$ cat config.mk
export PLATFORM = sky130hd
export DESIGN_NAME = cbsg_csr
export DESIGN_NICKNAME = d
export VERILOG_FILES = /design/src/design/cbsg_pkg.sv /design/src/design/cbsg_csr.sv
export SDC_FILE = /design/constraint.sdc
export NUM_CORES = 1
export LEC_CHECK = 0
export BUFFER_PORTS_ARGS = -buffer_cell sky130_fd_sc_hd__clkbuf_2
export CAP_MARGIN = 20
export CORE_MARGIN = 2
export CORE_UTILIZATION = 52
export CTS_BUF_LIST = sky130_fd_sc_hd__clkbuf_8
export DETAILED_ROUTE_END_ITERATION = 10
export GPL_ROUTABILITY_DRIVEN = 0
export PLACE_DENSITY = 0.95
export SYNTH_ARGS = -nofsm -noshare
export SYNTH_HDL_FRONTEND = slang
export SYNTH_SLANG_ARGS = --single-unit
$ cat constraint.sdc
create_clock -name clock -period 1.8 [get_ports clock]
set_clock_uncertainty 0.2 [all_clocks]
set_input_delay 0.09 -clock clock [delete_from_list [all_inputs] [get_ports clock]]
set_output_delay 0.09 -clock clock [all_outputs]
set_load 0.05 [all_outputs]
$ cat src/design/cbsg_pkg.sv
`timescale 1ns / 1ps

package cbsg_pkg;

   // Default number of hyperprior words in the store.
   localparam int CBSG_STORE_DEPTH = 4096;

   // Configuration port address width: seven 32-bit registers.
   localparam int CSR_ADDR_W = 5;

   // Fraction bits of the reciprocal used for the small divisions.
   localparam int RECIP_SHIFT = 15;

   // Input operation codes.
   typedef enum logic {
      OP_LOAD  = 1'b0,
      OP_QUERY = 1'b1
   } op_type;

   // Register indexes of the configuration port.
   typedef enum logic [2:0] {
      CSR_CHAN_OFFSET    = 3'd0,
      CSR_BASE_LIMIT     = 3'd1,
      CSR_CHANNEL_REPEAT = 3'd2,
      CSR_PIXEL_REPEAT   = 3'd3,
      CSR_GRID_HEIGHT    = 3'd4,
      CSR_GRID_WIDTH     = 3'd5,
      CSR_SCALE_MAX      = 3'd6
   } csr_index_type;

   // Register values after reset.
   localparam logic [8:0] RST_CHAN_OFFSET    = 9'd1;
   localparam logic [8:0] RST_BASE_LIMIT     = 9'd1;
   localparam logic [4:0] RST_CHANNEL_REPEAT = 5'd1;
   localparam logic [4:0] RST_PIXEL_REPEAT   = 5'd1;
   localparam logic [8:0] RST_GRID_HEIGHT    = 9'd1;
   localparam logic [8:0] RST_GRID_WIDTH     = 9'd1;
   localparam logic [9:0] RST_SCALE_MAX      = 10'd63;

   // Configuration register file contents.
   typedef struct packed {
      logic [8:0] chan_offset;
      logic [8:0] base_limit;
      logic [4:0] channel_repeat;
      logic [4:0] pixel_repeat;
      logic [8:0] grid_height;
      logic [8:0] grid_width;
      logic [9:0] scale_max;
   } cfg_type;

   // Control flags that travel with each transaction down the pipeline.
   typedef struct packed {
      logic query;  // Query when set, load otherwise.
      logic bad;    // Invalid mapping for a query, out-of-range address for a load.
      logic odd;    // Odd checkerboard position.
   } item_ctl_type;

   // Rounded-up reciprocals 2^15/d for divisors 0..31; zero divides as one.
   // Exact quotients for dividends below 1024.
   localparam logic [15:0] RECIP_TABLE [32] = '{
      16'd32768, 16'd32768, 16'd16384, 16'd10923, 16'd8192, 16'd6554, 16'd5462, 16'd4682,
      16'd4096,  16'd3641,  16'd3277,  16'd2979,  16'd2731, 16'd2521, 16'd2341, 16'd2185,
      16'd2048,  16'd1928,  16'd1821,  16'd1725,  16'd1639, 16'd1561, 16'd1490, 16'd1425,
      16'd1366,  16'd1311,  16'd1261,  16'd1214,  16'd1171, 16'd1130, 16'd1093, 16'd1058
   };

   // A zero grid dimension counts as one.
   function automatic logic [8:0] nonzero9(input logic [8:0] v);
      return (v == 9'd0) ? 9'd1 : v;
   endfunction

endpackage

$ cat src/design/cbsg_csr.sv
`timescale 1ns / 1ps

module cbsg_csr import cbsg_pkg::*; (
   input  logic                  clock,
   input  logic                  reset,
   input  logic                  psel,
   input  logic                  penable,
   input  logic                  pwrite,
   input  logic [CSR_ADDR_W-1:0] paddr,
   input  logic [31:0]           pwdata,
   output logic [31:0]           prdata,
   output logic                  pready,
   output cfg_type               cfg
);

   cfg_type       cfg_ff;
   cfg_type       cfg_in;
   csr_index_type index;
   logic          wr_en;

   assign pready = 1'b1;
   assign index  = csr_index_type'(paddr[CSR_ADDR_W-1:2]);
   assign wr_en  = psel && penable && pwrite && pready;

   // Register write decode; an index past the list is ignored.
   always_comb begin
      cfg_in = cfg_ff;
      if (wr_en) begin
         case (index)
            CSR_CHAN_OFFSET:    cfg_in.chan_offset    = pwdata[8:0];
            CSR_BASE_LIMIT:     cfg_in.base_limit     = pwdata[8:0];
            CSR_CHANNEL_REPEAT: cfg_in.channel_repeat = pwdata[4:0];
            CSR_PIXEL_REPEAT:   cfg_in.pixel_repeat   = pwdata[4:0];
            CSR_GRID_HEIGHT:    cfg_in.grid_height    = pwdata[8:0];
            CSR_GRID_WIDTH:     cfg_in.grid_width     = pwdata[8:0];
            CSR_SCALE_MAX:      cfg_in.scale_max      = pwdata[9:0];
            default:            cfg_in = cfg_ff;
         endcase
      end
   end

   always_ff @(posedge clock) begin
      if (reset) begin
         cfg_ff.chan_offset    <= RST_CHAN_OFFSET;
         cfg_ff.base_limit     <= RST_BASE_LIMIT;
         cfg_ff.channel_repeat <= RST_CHANNEL_REPEAT;
         cfg_ff.pixel_repeat   <= RST_PIXEL_REPEAT;
         cfg_ff.grid_height    <= RST_GRID_HEIGHT;
         cfg_ff.grid_width     <= RST_GRID_WIDTH;
         cfg_ff.scale_max      <= RST_SCALE_MAX;
      end else begin
         cfg_ff <= cfg_in;
      end
   end

   // Read data mux.
   always_comb begin
      case (index)
         CSR_CHAN_OFFSET:    prdata = 32'(cfg_ff.chan_offset);
         CSR_BASE_LIMIT:     prdata = 32'(cfg_ff.base_limit);
         CSR_CHANNEL_REPEAT: prdata = 32'(cfg_ff.channel_repeat);
         CSR_PIXEL_REPEAT:   prdata = 32'(cfg_ff.pixel_repeat);
         CSR_GRID_HEIGHT:    prdata = 32'(cfg_ff.grid_height);
         CSR_GRID_WIDTH:     prdata = 32'(cfg_ff.grid_width);
         CSR_SCALE_MAX:      prdata = 32'(cfg_ff.scale_max);
         default:            prdata = 32'd0;
      endcase
   end

   assign cfg = cfg_ff;

endmodule

After elaboration in Yosys (flattened, before gate mapping)
Index checks and enable logic that the tools add are counted.

word-level totals
  register bits after elaboration = 56
  input bits = 42
  output and inout bits = 89
  word-level logic and storage cells = 24

operators by class
  equality and inequality tests = 6
  mux-type cells = 1
  reduce and logical (&&, ||, !) cells = 10

operator list
  operator                                              number
  one-hot mux 10 bit (7 select lines)                   1
  AND reduction 2 bit                                   7
  equality test 3 bit (second input constant)           3
  equality test 3 x 2 -> 1 bit (second input constant)  2
  equality test 3 x 1 -> 1 bit (second input constant)  1
  logical NOT 3 bit                                     1
  logical AND 1 bit                                     2

Depth between registers and ports, before layout
Gate-level depths: netlist of the first run.

  depth in word-level cells = 3
  depth in mapped cells = 5
  gate-level depth less buffers = 3

Worst setup path after synthesis of the first run
OpenSTA, ideal clock, no wires.

  path kind = reg2out
  from = register cfg_ff (netlist bit cfg[24])
  to = output port prdata[5]
  data arrival time = 2073 ps
  data required time = 1510 ps
  path slack = -563 ps
  stages on the path, launching flop included = 4
  path buffers = 0
  cells stage by stage = dfxtp_1 mux4_2 inv_1 o21ai_0

on the way
  word-level cells in the longest chain between the ends = 1

ends and longest elaborated chain
  item                                 RTL line        text
  start, declared                      cbsg_csr.sv:16  cfg_type cfg_ff;
  start signal, assigned               cbsg_csr.sv:52  cfg_ff <= cfg_in;
  one-hot mux 10 bit (7 select lines)  cbsg_csr.sv:58  case (index)
  end, declared                        cbsg_csr.sv:11  output logic [31:0] prdata,

Every way passes these cells.

Worst setup path after layout of the first run
  from = register cfg_ff (netlist bit cfg[48])
  to = output port prdata[1]

Same word-level chain as after synthesis.

==> reports/qor.txt, run 1 <==
status: complete, but fails checks
failing checks: negative setup slack
Ports: 131
WP data required: 1.51 ns
Top FF cell, synth: dfxtp_1
max reg flops: 56
Cell Count, Final, Fillers Out: 456
Worst-path clk slew: 0.10 ns
Starting Density: 53.0%
max frequency: 537 MHz
drt wl/cell: 16.7 um
Area contributors post-synth: dfxtp_1 39%, mux2i_1 19%, nand2b_1 11%, buf_4 6.5%, mux4_2 3.9%
Cell Count Post-Placement: 437
slowest stage delay, CP: 0.36 ns
Setup crit start kind: flip-flop
Post-synth EDFFs: 0
Die ar.: 6160 um2
row count: 27
CTS buffer count: 5
Finish-stage setup viols: 2
CP Cell Sequence: mux2_2 -> a221oi_2 -> o211ai_1 -> buf_12
clock sink count: 56
vias: 2408
Seq/Total Area, Yosys: 38.9%
DRT Wirelength: 7620 um
Avg Inst Size Synth: 9.81 um2
top cells by count, synth: 56 x dfxtp_1, 56 x mux2i_1, 53 x nand2b_1
max_cap viols: 0
post-route minimum period: 1.86 ns
cells on worst reg2reg path: 3
# port buffers: 83
via/cell ratio: 5.28
nets: 425
mapped cell area: 2890 um2
PD cells: 662 nW/um2
First-pass DRT Iterations: 4
Synth area leader: dfxtp_1
share of power burned in the clock network: 30.1%
Worst setup EP type: output port
Clock Root Buffer: clkbuf_8
share of cells above drive strength 1: 35.4%
CTS Buffer Depth: 2
Sw Share: 30.1%
fill count: 400
Hold Slack: 0.0779 ns
CP delay by family, top: compound AO/OA/AOI/OAI gates
crit path max fanout: 3
fin. max-slew vios: 0
DR iter-0 viols: 191
worst path buffer plus inverter count: 1
Cell Int Power: 1.67 mW
Inserted Diodes: 0
initial antenna violation count: 0
post-route worst setup slack: -0.0629 ns
Die Y-Extent: 78.5 um
Final Hold Viols: 0
switching pwr: 719 uW
GRT Util Overall: 24.0%
Synth top area share: 38.9%
vias in the first global route: 2273
count of cell types in the netlist: 29
kind of critical path: flip-flop to output port
WP depth: 4
H-tree levels: 2
fin util: 66.3%
Die W: 78.5 um
largest net degree at the start of global routing: 72
synthesis-stage register bit count: 56
Sequential Power Share: 52.2%
Synth Instances: 294
first-pass GRT wire length: 11500 um
Worst-Skew Late Latency: 0.32 ns
DRC: 0
RSZ-0062 raised after global routing: true
Syn. warnings: 0
grt ovf: 0
Antenna Violating Nets Remaining: 0
Combinational Power Share: 17.7%
Final period util: 103%
Worst EP arrival: 1.57 ns
CTS tree: done
area grow syn2layout: 25.0%
worst hold path depth: 4
Leakage: 1.78 nW
HPWL Detailed: 5150 um
hold crit path type: input port to flip-flop
Max stage delay cell, worst path: dfxtp_4
Max IR drop VDD: 0.542 mV
Async SR Flop Fraction: 0%
Core Region: 5440 um2
[path summary, 6_finish.rpt]
path,from,end,slack [ns]
max,cfg[48],prdata[1],-0.06
max reg2reg,cfg[49],cfg[49],0.87
min,reset,cfg[28],0.08
min reg2reg,cfg[9],cfg[9],0.29
[power by group through the flow]
| stage | clock (mW) | sequential (mW) | combinational (mW) |
|---|---|---|---|
| after global routing | 0.753 | 1.25 | 0.442 |
| after CTS | 0.714 | 1.25 | 0.414 |
| after floorplan | 0 | 1.31 | 0.309 |
| final | 0.718 | 1.25 | 0.423 |
| after global placement | 0 | 1.27 | 0.387 |
| after detailed placement | 0 | 1.28 | 0.392 |
[placed cells by master, fill, tap and decap left out]
| cell | Yosys | layout |
|---|---|---|
| o211ai_1 | 3 | 3 |
| buf_4 | 25 | 12 |
| a32oi_1 | 1 | 1 |
| clkbuf_16 | 0 | 1 |
| inv_2 | 0 | 1 |
| o21ai_2 | 0 | 4 |
| inv_1 | 5 | 6 |
| nand2_2 | 3 | 3 |
| and3_4 | 1 | 1 |
| mux2_2 | 7 | 6 |
| nand2_1 | 6 | 6 |
| clkbuf_8 | 0 | 6 |
| a22oi_1 | 5 | 5 |
| and2_0 | 1 | 1 |
| and2_1 | 1 | 1 |
| conb_1 | 2 | 23 |
| mux2i_1 | 56 | 56 |
| and3_1 | 1 | 1 |
| buf_12 | 0 | 3 |
| nand2b_1 | 53 | 53 |
| mux2_4 | 0 | 1 |
| nor2_1 | 20 | 20 |
| a221oi_2 | 0 | 2 |
| and2b_1 | 2 | 2 |
| clkbuf_2 | 0 | 75 |
| dfxtp_4 | 0 | 6 |
| o21ai_1 | 0 | 1 |
| buf_2 | 6 | 1 |
| and4b_1 | 1 | 1 |
| buf_6 | 2 | 1 |
| o22ai_2 | 0 | 1 |
| nand3_1 | 8 | 8 |
| a221oi_1 | 4 | 2 |
| dfxtp_2 | 0 | 7 |
| dfxtp_1 | 56 | 43 |
| and4_1 | 1 | 1 |
| dlygate4sd3_1 | 0 | 10 |
| mux4_2 | 5 | 5 |
| nor2b_1 | 4 | 4 |
[timing repair]
action / 4_1_cts / 5_1_grt
buffers inserted: 0 / 1
pin swaps: 2 / 2
resized for setup: 3 / 16
endpoints found under the hold margin: 51 / 0
endpoints found under the setup margin: 3 / 7
cloned: 0 / 0
hold buffers: 10 / 0
[through the flow]
step	area (um2)	setup slack (ns)	TNS, ns	power, mW
3_3_place_gp	3370	0.110	0	1.66
6_report	3610	-0.0629	-0.105	2.39
3_5_place_dp	3370	0.0484	0	1.67
2_1_floorplan	3020	-0.184	-0.184	1.61
4_1_cts	3580	-0.0436	-0.0448	2.37
5_1_grt	3610	-0.0865	-0.170	2.44
[tightest hold or removal path: stages]
cell	delay (ns)
clkbuf_2	0.10
buf_12	0.17
nor2_1	0.11
mux2i_1	0.07
[layer usage]
metal | up-vias | wire (um) | GRT usage, %
met5 | - | 0 | 0
met3 | 17 | 535 | 5.17
met2 | 122 | 3730 | 38.8
met1 | 1142 | 3210 | 30.9
li1 | 1127 | - | -
met4 | 0 | 146 | 10.4
[logic make-up after synthesis]
group                  synth area share, %
flip-flops                            38.9
AO/OA/AOI/OAI                         4.68
multiplexers                          26.1
AND/OR/NAND/NOR                       20.0
other                                0.260
buffers and inverters                 10.1
[area by class of cell]
| cell class | count | area, um2 | area share (%) |
|---|---|---|---|
| Clock buffer | 6 | 82.6 | 2.29 |
| Clock inverter | 2 | 7.51 | 0.208 |
| Inverter | 5 | 18.8 | 0.520 |
| Multi-Input combinational cell | 212 | 1590 | 44.0 |
| Sequential cell | 56 | 1150 | 32.0 |
| Tap cell | 72 | 90.1 | 2.50 |
| Timing Repair Buffer | 103 | 667 | 18.5 |
Power figures use the tool's default switching activity.
==> run 2: changes to the inputs <==
CORE_MARGIN = unset   (was 2)
SETUP_SLACK_MARGIN = 0.1   (was unset)
==> run 2 against run 1 <==
  * The flow now finishes without violations
  * Sequential power about the same
  * Global-route usage increased by 4.0 points
  * First-iteration DRC count increased by 39%
  * Utilization increased by 7.6 points
  * Worst setup slack improved by 0.080 ns
  * Register-to-register slack got worse by 0.02 ns
  * Clock power increased by 16%
  * Combinational power increased by 4%
  * Critical endpoint is now prdata[2]
  * Largest power group unchanged
==> reports/qor.txt, run 2 (synthesized netlist as in run 1, its figures left out) <==
status: completed
vias in the first global route: 2506
commonest non-fill, non-tap cells in the layout: 73 x clkbuf_2, 56 x mux2i_1, 53 x nand2b_1, 27 x dfxtp_2, 25 x buf_4
CTS buffer count: 5
hold crit path type: input port to flip-flop
Core Region: 5240 um2
Max IR drop VDD: 0.577 mV
WP data required: 1.51 ns
Hold Slack: 0.0331 ns
Worst setup EP type: output port
kind of critical path: flip-flop to output port
max frequency: 561 MHz
placed cell areas: 3400 um2
Cell Count Post-Placement: 435
Design Power: 2.52 mW
TNS Setup: 0 ns
first-pass GRT wire length: 12600 um
Inserted Diodes: 0
GRT Util Overall: 28.0%
Combinational Power Share: 17.5%
share of power burned in the clock network: 33.0%
nets: 441
row count: 26
Worst EP arrival: 1.49 ns
GR peak layer: met2
RSZ-0062 raised after global routing: true
initial antenna violation count: 0
Antenna Violating Nets Remaining: 0
switching pwr: 736 uW
Finish-stage setup viols: 0
Cell Int Power: 1.78 mW
met2 Use GR: 48.0%
Die ar.: 5850 um2
Max stage delay cell, worst path: dfxtp_4
DRC: 0
Sequential Power Share: 49.5%
largest net degree at the start of global routing: 45
CTS Buffer Depth: 2
# port buffers: 83
CTS tree: done
DR iter-0 viols: 265
drt wl/cell: 17.2 um
max_cap viols: 0
most common cell after layout, fill and taps aside: clkbuf_2
vias: 2545
H-tree levels: 2
post-route worst setup slack: 0.0173 ns
Worst-path clk slew: 0.10 ns
Worst-Skew Late Latency: 0.31 ns
crit path max fanout: 2
clock sink count: 56
post-route minimum period: 1.78 ns
cells on worst reg2reg path: 3
slowest stage delay, CP: 0.36 ns
worst hold path depth: 3
Leakage: 1.91 nW
PD cells: 651 nW/um2
Cell Count, Final, Fillers Out: 470
Starting Density: 55.1%
fin. max-slew vios: 0
Final Cell Area: 3870 um2
Clock Root Buffer: clkbuf_8
dpl ws: 0.0596 ns
Final period util: 99.0%
via/cell ratio: 5.41
max reg flops: 56
met3 usage: 6.59%
CP Cell Sequence: mux2_4 -> a221oi_2 -> o211ai_1 -> clkbuf_8
Setup crit start kind: flip-flop
Die W: 76.5 um
DRT Wirelength: 8080 um
Final Hold Viols: 0
grt ovf: 0
Die Y-Extent: 76.5 um
Sw Share: 29.2%
GR met1 Demand/Resource: 33.2%
fin util: 73.9%
First-pass DRT Iterations: 4
share of cells above drive strength 1: 46.0%
Ports: 131
HPWL Detailed: 5080 um
area grow syn2layout: 34.1%
-- run 2: cell type report --
type	instances	area [um2]
fillers	337	1370
repair buffers	119	815
clock buffers	5	68.8
multi-input cells	212	1660
well taps	70	87.6
inverters	5	18.8
flip-flops and latches	56	1180
clock inverters	3	38.8
-- run 2: worst paths after layout --
| kind | startpoint | end | slack, ns |
|---|---|---|---|
| setup / recovery | cfg[35] | prdata[2] | 0.02 |
| hold / removal | reset | cfg[0] | 0.03 |
| setup reg to reg | cfg[45] | cfg[45] | 0.85 |
| hold reg to reg | cfg[9] | cfg[9] | 0.29 |
-- run 2: worst max-delay path, delay by kind of cell, from the launching register on --
family | cells | cell delay [ns]
DFF | 1 | 0.36
buffers and inverters | 1 | 0.21
AOI/OAI and AO/OA | 2 | 0.36
muxes | 1 | 0.25
-- run 2: power groups by stage --
stage | Combinational [mW] | Clock [mW] | Sequential (mW)
after floorplan | 0.317 | 0 | 1.31
after global placement | 0.384 | 0 | 1.28
after detailed placement | 0.389 | 0 | 1.28
after CTS | 0.427 | 0.822 | 1.25
after global routing | 0.461 | 0.890 | 1.25
final | 0.442 | 0.830 | 1.25
-- run 2: timing repair --
action                                  CTS  global route
endpoints found under the hold margin    51             0
gates resized for setup                  35            17
endpoints found under the setup margin    9             9
hold buffers                             10             0
pin swaps                                 4             2
setup buffers                            14             3
-- run 2: layer usage --
layer  share of wire [%]  vias up  wire length, um
li1                    -     1163                -
met1                  40     1234             3230
met2                  51      135             4110
met3                 8.0       13              644
met4                 1.2        0               93
met5                   0        -                0
