--- src/design/cbsg_pkg.sv ---
`timescale 1ns / 1ps

package cbsg_pkg;

   // Default number of hyperprior words in the store.
   localparam int CBSG_STORE_DEPTH = 4096;

   // Configuration port address width: seven 32-bit registers.
   localparam int CSR_ADDR_W = 5;

   // Fraction bits of the reciprocal used for the small divisions.
   localparam int RECIP_SHIFT = 15;

   // Input operation codes.
   typedef enum logic {
      OP_LOAD  = 1'b0,
      OP_QUERY = 1'b1
   } op_type;

   // Register indexes of the configuration port.
   typedef enum logic [2:0] {
      CSR_CHAN_OFFSET    = 3'd0,
      CSR_BASE_LIMIT     = 3'd1,
      CSR_CHANNEL_REPEAT = 3'd2,
      CSR_PIXEL_REPEAT   = 3'd3,
      CSR_GRID_HEIGHT    = 3'd4,
      CSR_GRID_WIDTH     = 3'd5,
      CSR_SCALE_MAX      = 3'd6
   } csr_index_type;

   // Register values after reset.
   localparam logic [8:0] RST_CHAN_OFFSET    = 9'd1;
   localparam logic [8:0] RST_BASE_LIMIT     = 9'd1;
   localparam logic [4:0] RST_CHANNEL_REPEAT = 5'd1;
   localparam logic [4:0] RST_PIXEL_REPEAT   = 5'd1;
   localparam logic [8:0] RST_GRID_HEIGHT    = 9'd1;
   localparam logic [8:0] RST_GRID_WIDTH     = 9'd1;
   localparam logic [9:0] RST_SCALE_MAX      = 10'd63;

   // Configuration register file contents.
   typedef struct packed {
      logic [8:0] chan_offset;
      logic [8:0] base_limit;
      logic [4:0] channel_repeat;
      logic [4:0] pixel_repeat;
      logic [8:0] grid_height;
      logic [8:0] grid_width;
      logic [9:0] scale_max;
   } cfg_type;

   // Control flags that travel with each transaction down the pipeline.
   typedef struct packed {
      logic query;  // Query when set, load otherwise.
      logic bad;    // Invalid mapping for a query, out-of-range address for a load.
      logic odd;    // Odd checkerboard position.
   } item_ctl_type;

   // Rounded-up reciprocals 2^15/d for divisors 0..31; zero divides as one.
   // Exact quotients for dividends below 1024.
   localparam logic [15:0] RECIP_TABLE [32] = '{
      16'd32768, 16'd32768, 16'd16384, 16'd10923, 16'd8192, 16'd6554, 16'd5462, 16'd4682,
      16'd4096,  16'd3641,  16'd3277,  16'd2979,  16'd2731, 16'd2521, 16'd2341, 16'd2185,
      16'd2048,  16'd1928,  16'd1821,  16'd1725,  16'd1639, 16'd1561, 16'd1490, 16'd1425,
      16'd1366,  16'd1311,  16'd1261,  16'd1214,  16'd1171, 16'd1130, 16'd1093, 16'd1058
   };

   // A zero grid dimension counts as one.
   function automatic logic [8:0] nonzero9(input logic [8:0] v);
      return (v == 9'd0) ? 9'd1 : v;
   endfunction

endpackage

--- src/design/cbsg_index.sv ---
`timescale 1ns / 1ps

// Four-stage address pipeline: divide, clamp and scale by height,
// scale by width, final add and range check.
module cbsg_index import cbsg_pkg::*; #(
   parameter int STORE_DEPTH = CBSG_STORE_DEPTH,
   localparam int AW = $clog2(STORE_DEPTH)
) (
   input  logic          clock,
   input  logic          reset,
   input  cfg_type       cfg,
   input  logic          in_valid,
   output logic          in_ready,
   input  logic          in_op,
   input  logic [11:0]   in_store_address,
   input  logic [15:0]   in_half_word,
   input  logic [7:0]    in_channel,
   input  logic [9:0]    in_row,
   input  logic [9:0]    in_col,
   output logic          out_valid,
   input  logic          out_ready,
   output item_ctl_type  out_ctl,
   output logic [AW-1:0] out_addr0,
   output logic [AW-1:0] out_addr1,
   output logic [15:0]   out_word
);

   localparam logic [31:0] DEPTH_W = 32'(STORE_DEPTH);

   logic rdy_a, rdy_b, rdy_c, rdy_d;

   // Stage A: quotients by reciprocal multiplication.
   logic         va_ff;
   item_ctl_type ctl_a_ff, ctl_a_in;
   logic [11:0]  ld_a_ff;
   logic [15:0]  word_a_ff;
   logic [25:0]  pch0_a_ff, pch1_a_ff, prow_a_ff, pcol_a_ff;
   logic [25:0]  pch0_in, pch1_in, prow_in, pcol_in;
   logic [15:0]  cr_recip, sr_recip;
   logic [9:0]   ch1;

   // Stage B: clamped cells and base times grid height.
   logic         vb_ff;
   item_ctl_type ctl_b_ff, ctl_b_in;
   logic [11:0]  ld_b_ff;
   logic [15:0]  word_b_ff;
   logic [18:0]  bg0_b_ff, bg1_b_ff, bg0_in, bg1_in;
   logic [8:0]   zy_b_ff, zx_b_ff, zy_in, zx_in;
   logic [9:0]   base0, base1, zy_q, zx_q;
   logic [8:0]   gh, gw, gh_m1, gw_m1;

   // Stage C: row index times grid width.
   logic         vc_ff;
   item_ctl_type ctl_c_ff;
   logic [11:0]  ld_c_ff;
   logic [15:0]  word_c_ff;
   logic [28:0]  pc0_c_ff, pc1_c_ff, pc0_in, pc1_in;
   logic [8:0]   zx_c_ff;
   logic [19:0]  r0, r1;

   // Stage D: final addresses and range checks.
   logic         vd_ff;
   item_ctl_type ctl_d_ff, ctl_d_in;
   logic [AW-1:0] addr0_d_ff, addr1_d_ff, addr0_in, addr1_in;
   logic [15:0]  word_d_ff;
   logic [29:0]  a0, a1;
   logic [31:0]  ld_w;

   // Each stage moves when it is empty or the next one moves.
   assign rdy_d    = !vd_ff || out_ready;
   assign rdy_c    = !vc_ff || rdy_d;
   assign rdy_b    = !vb_ff || rdy_c;
   assign rdy_a    = !va_ff || rdy_b;
   assign in_ready = rdy_a;

   // Stage A logic.
   always_comb begin
      cr_recip       = RECIP_TABLE[cfg.channel_repeat];
      sr_recip       = RECIP_TABLE[cfg.pixel_repeat];
      ch1            = 10'(in_channel) + 10'(cfg.chan_offset);
      pch0_in        = 26'(in_channel) * 26'(cr_recip);
      pch1_in        = 26'(ch1) * 26'(cr_recip);
      prow_in        = 26'(in_row) * 26'(sr_recip);
      pcol_in        = 26'(in_col) * 26'(sr_recip);
      ctl_a_in.query = (in_op == OP_QUERY);
      ctl_a_in.bad   = 1'b0;
      ctl_a_in.odd   = in_row[0] ^ in_col[0];
   end

   always_ff @(posedge clock) begin
      if (reset) begin
         va_ff <= 1'b0;
      end else if (rdy_a) begin
         va_ff <= in_valid;
      end
   end

   always_ff @(posedge clock) begin
      if (rdy_a && in_valid) begin
         ctl_a_ff  <= ctl_a_in;
         ld_a_ff   <= in_store_address;
         word_a_ff <= in_half_word;
         pch0_a_ff <= pch0_in;
         pch1_a_ff <= pch1_in;
         prow_a_ff <= prow_in;
         pcol_a_ff <= pcol_in;
      end
   end

   // Stage B logic: clamp the cell to the grid and check the base channels.
   always_comb begin
      base0        = pch0_a_ff[RECIP_SHIFT+9:RECIP_SHIFT];
      base1        = pch1_a_ff[RECIP_SHIFT+9:RECIP_SHIFT];
      zy_q         = prow_a_ff[RECIP_SHIFT+9:RECIP_SHIFT];
      zx_q         = pcol_a_ff[RECIP_SHIFT+9:RECIP_SHIFT];
      gh           = nonzero9(cfg.grid_height);
      gw           = nonzero9(cfg.grid_width);
      gh_m1        = gh - 9'd1;
      gw_m1        = gw - 9'd1;
      zy_in        = (zy_q > 10'(gh_m1)) ? gh_m1 : zy_q[8:0];
      zx_in        = (zx_q > 10'(gw_m1)) ? gw_m1 : zx_q[8:0];
      bg0_in       = 19'(base0) * 19'(gh);
      bg1_in       = 19'(base1) * 19'(gh);
      ctl_b_in     = ctl_a_ff;
      ctl_b_in.bad = (base0 >= 10'(cfg.base_limit)) || (base1 >= 10'(cfg.base_limit));
   end

   always_ff @(posedge clock) begin
      if (reset) begin
         vb_ff <= 1'b0;
      end else if (rdy_b) begin
         vb_ff <= va_ff;
      end
   end

   always_ff @(posedge clock) begin
      if (rdy_b && va_ff) begin
         ctl_b_ff  <= ctl_b_in;
         ld_b_ff   <= ld_a_ff;
         word_b_ff <= word_a_ff;
         bg0_b_ff  <= bg0_in;
         bg1_b_ff  <= bg1_in;
         zy_b_ff   <= zy_in;
         zx_b_ff   <= zx_in;
      end
   end

   // Stage C logic: add the row cell, multiply by the grid width.
   always_comb begin
      r0     = 20'(bg0_b_ff) + 20'(zy_b_ff);
      r1     = 20'(bg1_b_ff) + 20'(zy_b_ff);
      pc0_in = 29'(r0) * 29'(gw);
      pc1_in = 29'(r1) * 29'(gw);
   end

   always_ff @(posedge clock) begin
      if (reset) begin
         vc_ff <= 1'b0;
      end else if (rdy_c) begin
         vc_ff <= vb_ff;
      end
   end

   always_ff @(posedge clock) begin
      if (rdy_c && vb_ff) begin
         ctl_c_ff  <= ctl_b_ff;
         ld_c_ff   <= ld_b_ff;
         word_c_ff <= word_b_ff;
         pc0_c_ff  <= pc0_in;
         pc1_c_ff  <= pc1_in;
         zx_c_ff   <= zx_b_ff;
      end
   end

   // Stage D logic: a load takes its own address, a query the computed ones.
   always_comb begin
      a0       = 30'(pc0_c_ff) + 30'(zx_c_ff);
      a1       = 30'(pc1_c_ff) + 30'(zx_c_ff);
      ld_w     = 32'(ld_c_ff);
      ctl_d_in = ctl_c_ff;
      addr1_in = a1[AW-1:0];
      if (ctl_c_ff.query) begin
         addr0_in     = a0[AW-1:0];
         ctl_d_in.bad = ctl_c_ff.bad || (32'(a0) >= DEPTH_W) || (32'(a1) >= DEPTH_W);
      end else begin
         addr0_in     = ld_w[AW-1:0];
         ctl_d_in.bad = (ld_w >= DEPTH_W);
      end
   end

   always_ff @(posedge clock) begin
      if (reset) begin
         vd_ff <= 1'b0;
      end else if (rdy_d) begin
         vd_ff <= vc_ff;
      end
   end

   always_ff @(posedge clock) begin
      if (rdy_d && vc_ff) begin
         ctl_d_ff   <= ctl_d_in;
         addr0_d_ff <= addr0_in;
         addr1_d_ff <= addr1_in;
         word_d_ff  <= word_c_ff;
      end
   end

   assign out_valid = vd_ff;
   assign out_ctl   = ctl_d_ff;
   assign out_addr0 = addr0_d_ff;
   assign out_addr1 = addr1_d_ff;
   assign out_word  = word_d_ff;

endmodule

--- config.mk ---
export PLATFORM = sky130hd
export DESIGN_NAME = cbsg_index
export DESIGN_NICKNAME = d
export VERILOG_FILES = /design/src/design/cbsg_pkg.sv /design/src/design/cbsg_index.sv
export SDC_FILE = /design/constraint.sdc
export NUM_CORES = 2
export LEC_CHECK = 0
export ABC_CLOCK_PERIOD_IN_PS = 30500
export BUFFER_PORTS_ARGS = -buffer_cell sky130_fd_sc_hd__buf_4
export CORE_ASPECT_RATIO = 1.5
export CORE_MARGIN = 2
export CORE_UTILIZATION = 45
export CTS_CLUSTER_SIZE = 30
export DETAILED_ROUTE_END_ITERATION = 16
export SLEW_MARGIN = 10
export SYNTH_ARGS = -nofsm -noshare
export SYNTH_HDL_FRONTEND = slang
export SYNTH_SLANG_ARGS = --single-unit
--- constraint.sdc ---
create_clock -name clock -period 30.5 [get_ports clock]
set_input_delay 6.1 -clock clock [delete_from_list [all_inputs] [get_ports clock]]
set_output_delay 6.1 -clock clock [all_outputs]
set_load 0.05 [all_outputs]
# [Word level (Yosys, flattened, before mapping)]
# Memories as Yosys holds them, arrays and structs flattened.
# Cells that the tools add are included.
[classes] n_addsub=7 n_lt_le_gt_ge=8 mul=8 mux=9 n_reduce_logical=17 n_bitwise=3
[op_table] op="10-bit by 16-bit multiplier with 25-bit output" count=3
[op_table] op="16-bit 2-to-1 mux" count=4
[op_table] op="29-bit by 9-bit adder with 30-bit output" count=2
[op_table] op="30-bit by 13-bit >= comparator with 1-bit output, second input constant" count=2
[op_table] op="20-bit by 9-bit multiplier with 29-bit output" count=2
[op_table] op="19-bit by 9-bit adder with 20-bit output" count=2
[op_table] op="9-bit 2-to-1 mux" count=4
[op_table] op="8-bit by 16-bit multiplier with 24-bit output" count=1
[op_table] op="10-bit by 9-bit > comparator with 1-bit output" count=2
[op_table] op="10-bit by 9-bit multiplier with 19-bit output" count=1
[op_table] op="9-bit zero test" count=2
[op_table] op="9-bit by 9-bit multiplier with 18-bit output" count=1
[op_table] op="9-bit by 1-bit subtractor with 9-bit output, second input constant" count=2
[op_table] op="6-bit >= comparator, second input constant" count=2
[op_table] op="12-bit 2-to-1 mux" count=1
[op_table] op="5-bit NOT with 6-bit output" count=2
[op_table] op="8-bit by 9-bit adder with 10-bit output" count=1
[op_table] op="10-bit by 9-bit >= comparator with 1-bit output" count=1
[op_table] op="9-bit >= comparator" count=1
[op_table] op="1-bit logical OR" count=7
[op_table] op="1-bit logical AND" count=4
[op_table] op="1-bit zero test" count=4
[op_table] op="1-bit bitwise XOR" count=1
[totals] out_inout_bits=45 elab_cells=89 mem_count=2 rom_bits=1024 inputBits=117 register_bits=361
[memory_table] memory="(name not given)" words=32 width=16 rd=1 rd_clocked_by_memory_dff=0 wr=0 line="cbsg_index.sv:79" rtl="sr_recip = RECIP_TABLE[cfg.pixel_repeat];"
[memory_table] memory="(name not given)" words=32 width=16 rd=1 rd_clocked_by_memory_dff=0 wr=0 line="cbsg_index.sv:78" rtl="cr_recip = RECIP_TABLE[cfg.channel_repeat];"

# [Depth between registers and ports, before layout]
[logic_depth] word_depth=6 depth_mapped=32 mapped_depth_nobuf=30

# [Worst setup path after synthesis]
# No wires, ideal clock.
[synth_timing] kind="input-to-reg" startpoint="input out_ready" endpoint="register ctl_c_ff[0] (netlist bit), enable pin" path_slack_ns=16.516 arrival_ns=13.279 t_required_ns=29.795 setup_ns=0.705 path_buffers=0 cell_stages=2 cell_sequence="nor2b_1 -> a21boi_0"
[synth_via] elab_chain_cells=3
[synth_lines] element="start, declared" line="cbsg_index.sv:21" rtl="input logic out_ready,"
[synth_lines] element="1-bit logical OR" line="cbsg_index.sv:70" rtl="assign rdy_d = !vd_ff || out_ready;"
[synth_lines] element="1-bit logical OR" line="cbsg_index.sv:71" rtl="assign rdy_c = !vc_ff || rdy_d;"
[synth_lines] element="1-bit logical AND" line="cbsg_index.sv:165" rtl="if (rdy_c && vb_ff) begin"
[synth_lines] element="end signal, assigned" line="cbsg_index.sv:166" rtl="ctl_c_ff <= ctl_b_ff;"
[synth_lines] element="end, declared" line="cbsg_index.sv:54" rtl="item_ctl_type ctl_c_ff;"
# Every way passes these cells.
# A chain may end at the register's enable or synchronous reset.

# [Final worst setup path]
[layout_timing] startpoint="input in_channel[0]" endpoint="register pch1_a_ff[24], data pin"
[layout_via] elab_chain_cells=2
[layout_lines] element="start, declared" line="cbsg_index.sv:17" rtl="input logic [7:0] in_channel,"
[layout_lines] element="8-bit by 9-bit adder with 10-bit output" line="cbsg_index.sv:80" rtl="ch1 = 10'(in_channel) + 10'(cfg.chan_offset);"
[layout_lines] element="10-bit by 16-bit multiplier with 25-bit output" line="cbsg_index.sv:82" rtl="pch1_in = 26'(ch1) * 26'(cr_recip);"
[layout_lines] element="via pch1_in[24]" line="cbsg_index.sv:38" rtl="logic [25:0] pch0_in, pch1_in, prow_in, pcol_in;"
[layout_lines] element="end signal, assigned" line="cbsg_index.sv:104" rtl="pch1_a_ff <= pch1_in;"
[layout_lines] element="end, declared" line="cbsg_index.sv:37" rtl="logic [25:0] pch0_a_ff, pch1_a_ff, prow_a_ff, pcol_a_ff;"
# The timed path passes the listed nets, and every way through them passes these cells.

==> results_tabular.tex <==
\begin{tabular}{lr}
\hline
Metric & Value \\
\hline
\multicolumn{2}{l}{\textbf{Global route}} \\
Residual overflow from global routing & 0 \\
Wire length of the first global-routing pass & 184 mm \\
Vias in the first global route & 36,600 \\
Largest net degree at the start of global routing & 79 \\
Initial antenna violation count & 6 \\
Global Route Usage Sum & 20.9\% \\
\multicolumn{2}{l}{\textbf{Clocking}} \\
Post-CTS sizing & 0 \\
H-tree depth & 1 \\
Sink count of the clock tree & 300 \\
Post CTS Setup Buffer Count & 0 \\
Number of buffers between clock root and the deepest sink & 3 \\
Clock latency at the later pin of the worst-skew pair & 0.62 ns \\
Clock-pin slew on the worst setup and hold paths & 0.07 ns \\
Clock tree from TritonCTS & done \\
Number of buffers inserted during clock tree synthesis & 31 \\
CTS Root Cell & clkbuf\_16 \\
Number of buffers inserted for hold repair after clock tree synthesis & 0 \\
\multicolumn{2}{l}{\textbf{Min path}} \\
Hold\_sp & ld\_a\_ff[10]\$\_DFFE\_PP\_ \\
Depth of the worst hold-timing path & 0 \\
Worst hold path type & reg -> reg \\
\multicolumn{2}{l}{\textbf{Setup path}} \\
Worst endpoint required time & 30.85 ns \\
Reg-to-reg startpoint & zy\_b\_ff[1]\$\_DFFE\_PP\_ \\
Source of the critical timing path & in\_channel[0] \\
Maximum fanout along the worst path & 16 \\
Depth of the most critical reg-to-reg path & 27 \\
Startpoint type of the worst setup path & input port \\
Arrival time worst endpoint & 14.36 ns \\
Kind of capture point of the worst setup path & flip-flop \\
Critical path class & in -> reg \\
\multicolumn{2}{l}{\textbf{Floorplan}} \\
Overall die area & 109,000 µm² \\
Die X & 270 µm \\
Die height & 403 µm \\
Top-level port count & 162 \\
Std-Cell Rows & 146 \\
Standard cell core area & 105,000 µm² \\
Initial core utilization & 45.3\% \\
\multicolumn{2}{l}{\textbf{Synth}} \\
Synth area leader & fa\_1 \\
Top cell type's share of synthesized area & 32.1\% \\
Synth Instances & 5,077 \\
Most area-consuming cells after synthesis & fa\_1, edfxtp\_1, ha\_1 \\
Mean instance size in the synthesized netlist & 9.41 µm² \\
EDFF count, synth & 296 \\
Proportion of synthesized flip-flops having asynchronous set or reset & 0\% \\
Sequential area share after synthesis & 18.8\% \\
Count of yosys warnings during synthesis & 0 \\
FF+latch count, synth & 300 \\
Main synth FF type & edfxtp\_1 \\
Total nets after synthesis & 6,441 \\
Yosys cell types & 72 \\
Netlist area before placement & 47,800 µm² \\
\multicolumn{2}{l}{\textbf{Final layout}} \\
Multi-input gate area & 34,600 µm² \\
Seq. cell area & 8970 µm² \\
Most common cell after layout, fill and taps aside & inv\_1 \\
Final-stage net count & 6,480 \\
Fill count & 9,975 \\
Area growth, synth to finish & 7.65\% \\
Layout cell share with drive strength beyond 1 & 5.33\% \\
Most used cells in the layout excluding fill and tap cells & inv\_1, fa\_1, nand2\_1 \\
Number of antenna diodes & 0 \\
\multicolumn{2}{l}{\textbf{Drt}} \\
Violation count after the first detailed-routing iteration & 1,366 \\
DR pass1 iterations & 5 \\
DRC & 0 \\
Number of routed nets with antenna violations & 0 \\
Total detailed-routing wirelength & 112 mm \\
Via total after detailed routing & 33,900 \\
Post-DR wirelength/cell & 17.1 µm \\
Post-detailed-route via-to-cell ratio & 5.18 \\
\multicolumn{2}{l}{\textbf{Job}} \\
Reported max-cap violation count & 0 \\
\multicolumn{2}{l}{\textbf{STA}} \\
Share of the clock period used by the worst path & 46.0\% \\
Aggregate negative setup slack & 0 ns \\
Max Fclk & 71.3 MHz \\
Transition time at the pin with the least slew margin & 1.08 ns \\
Hold slack & 0.418 ns \\
Min Clock Period, post-route & 14.02 ns \\
Hold violation total from the final report & 0 \\
Tightest slew margin relative to the limit & 27.9\% \\
Worst-case clock skew & 0.0278 ns \\
Number of setup violations in the final report & 0 \\
Max Transition Viols Final & 0 \\
Unrepaired setup endpoints after global routing & no \\
\multicolumn{2}{l}{\textbf{Status}} \\
Status & complete, no violations \\
\multicolumn{2}{l}{\textbf{Placement}} \\
I/O Buffers & 151 \\
Total half-perimeter wirelength after legalization and detailed placement & 88.0 mm \\
Weighted congestion at the end of routability-driven global placement & 0.895 \\
\hline
\end{tabular}
-- kinds of logic after synthesis --
family	count (synthesis)	share of synthesized area, %
compound gates	503	6.76
xor+xnor	194	3.56
fa+ha+maj	1247	44.7
buf+inv	1154	9.07
flops	300	18.8
mux	30	0.681
simple gates	1649	16.5
-- synthesized netlist by cell type, drive strengths merged, types with 55 or more instances --
master	number
a21oi	155
and2	412
clkbuf	171
edfxtp	296
fa	766
ha	481
inv	976
nand2	740
nand3	59
nor2	201
nor2b	56
o21ai	96
xnor2	139
xor2	55
-- final cells by class --
type / count / area share [%]
Sequential cell: 300 / 17.4
Clock inverter: 24 / 0.576
Inverter: 976 / 7.12
Tap cell: 1406 / 3.42
Timing Repair Buffer: 184 / 2.69
Clock buffer: 33 / 1.52
Multi-Input combinational cell: 3623 / 67.2
-- registers in the layout (all words and copies together) (netlist names), 16 cells and up --
name and cells:
pc1_c_ff 29, word_b_ff 16, word_a_ff 16, word_c_ff 16, pc0_c_ff 29, bg1_b_ff 19
bg0_b_ff 18, out_word 16
-- stage by stage --
step | setup slack (ns) | std cells | area, µm² | util, %
after floorplan | 16.52 | 5077 | 47800 | -
after global placement | 15.91 | 6489 | 50400 | 47.8
after detailed placement | 15.86 | 6489 | 50400 | 47.8
after CTS | 16.55 | 6546 | 51400 | 48.8
after global routing | 16.04 | 6546 | 51400 | 48.8
final | 16.48 | 6546 | 51400 | 48.8
-- worst paths after layout --
kind | to | slack, ns
worst min-delay path | ld_b_ff[10]$_DFFE_PP_ | 0.42
worst min register to register | ld_b_ff[10]$_DFFE_PP_ | 0.42
worst max register to register | pc0_c_ff[28]$_DFFE_PP_ | 22.58
worst max-delay path | pch1_a_ff[24]$_DFFE_PP_ | 16.48
-- critical path, cell delays in order --
cell      delay, ns
buf_4          0.18
ha_1           0.23
fa_1           0.40
a21o_1         0.20
a21oi_1        0.28
o21bai_1       0.12
a21oi_1        0.27
o21bai_1       0.11
a21oi_1        0.26
xor2_1         0.78
nor2_1         0.13
fa_1           0.52
fa_1           0.53
fa_1           0.55
fa_1           0.55
inv_1          0.05
fa_1           0.52
inv_1          0.04
ha_1           0.32
a21oi_1        0.18
o221ai_1       0.18
o22a_1         0.22
inv_1          0.05
a31oi_1        0.09
a221oi_1       0.62
o21ai_0        0.33
o41ai_1        0.39
xnor2_1        0.16
-- per-layer routing --
layer	wire, µm	track usage [%]	vias up
li1	-	-	16000
met4	3660	6.86	12
met1	44200	23.6	17100
met5	80	0	-
met3	3300	1.72	209
met2	60400	41.0	581
Power is not shown: default switching activity piles up to over one toggle a cycle in this logic, so the estimate is an artifact.
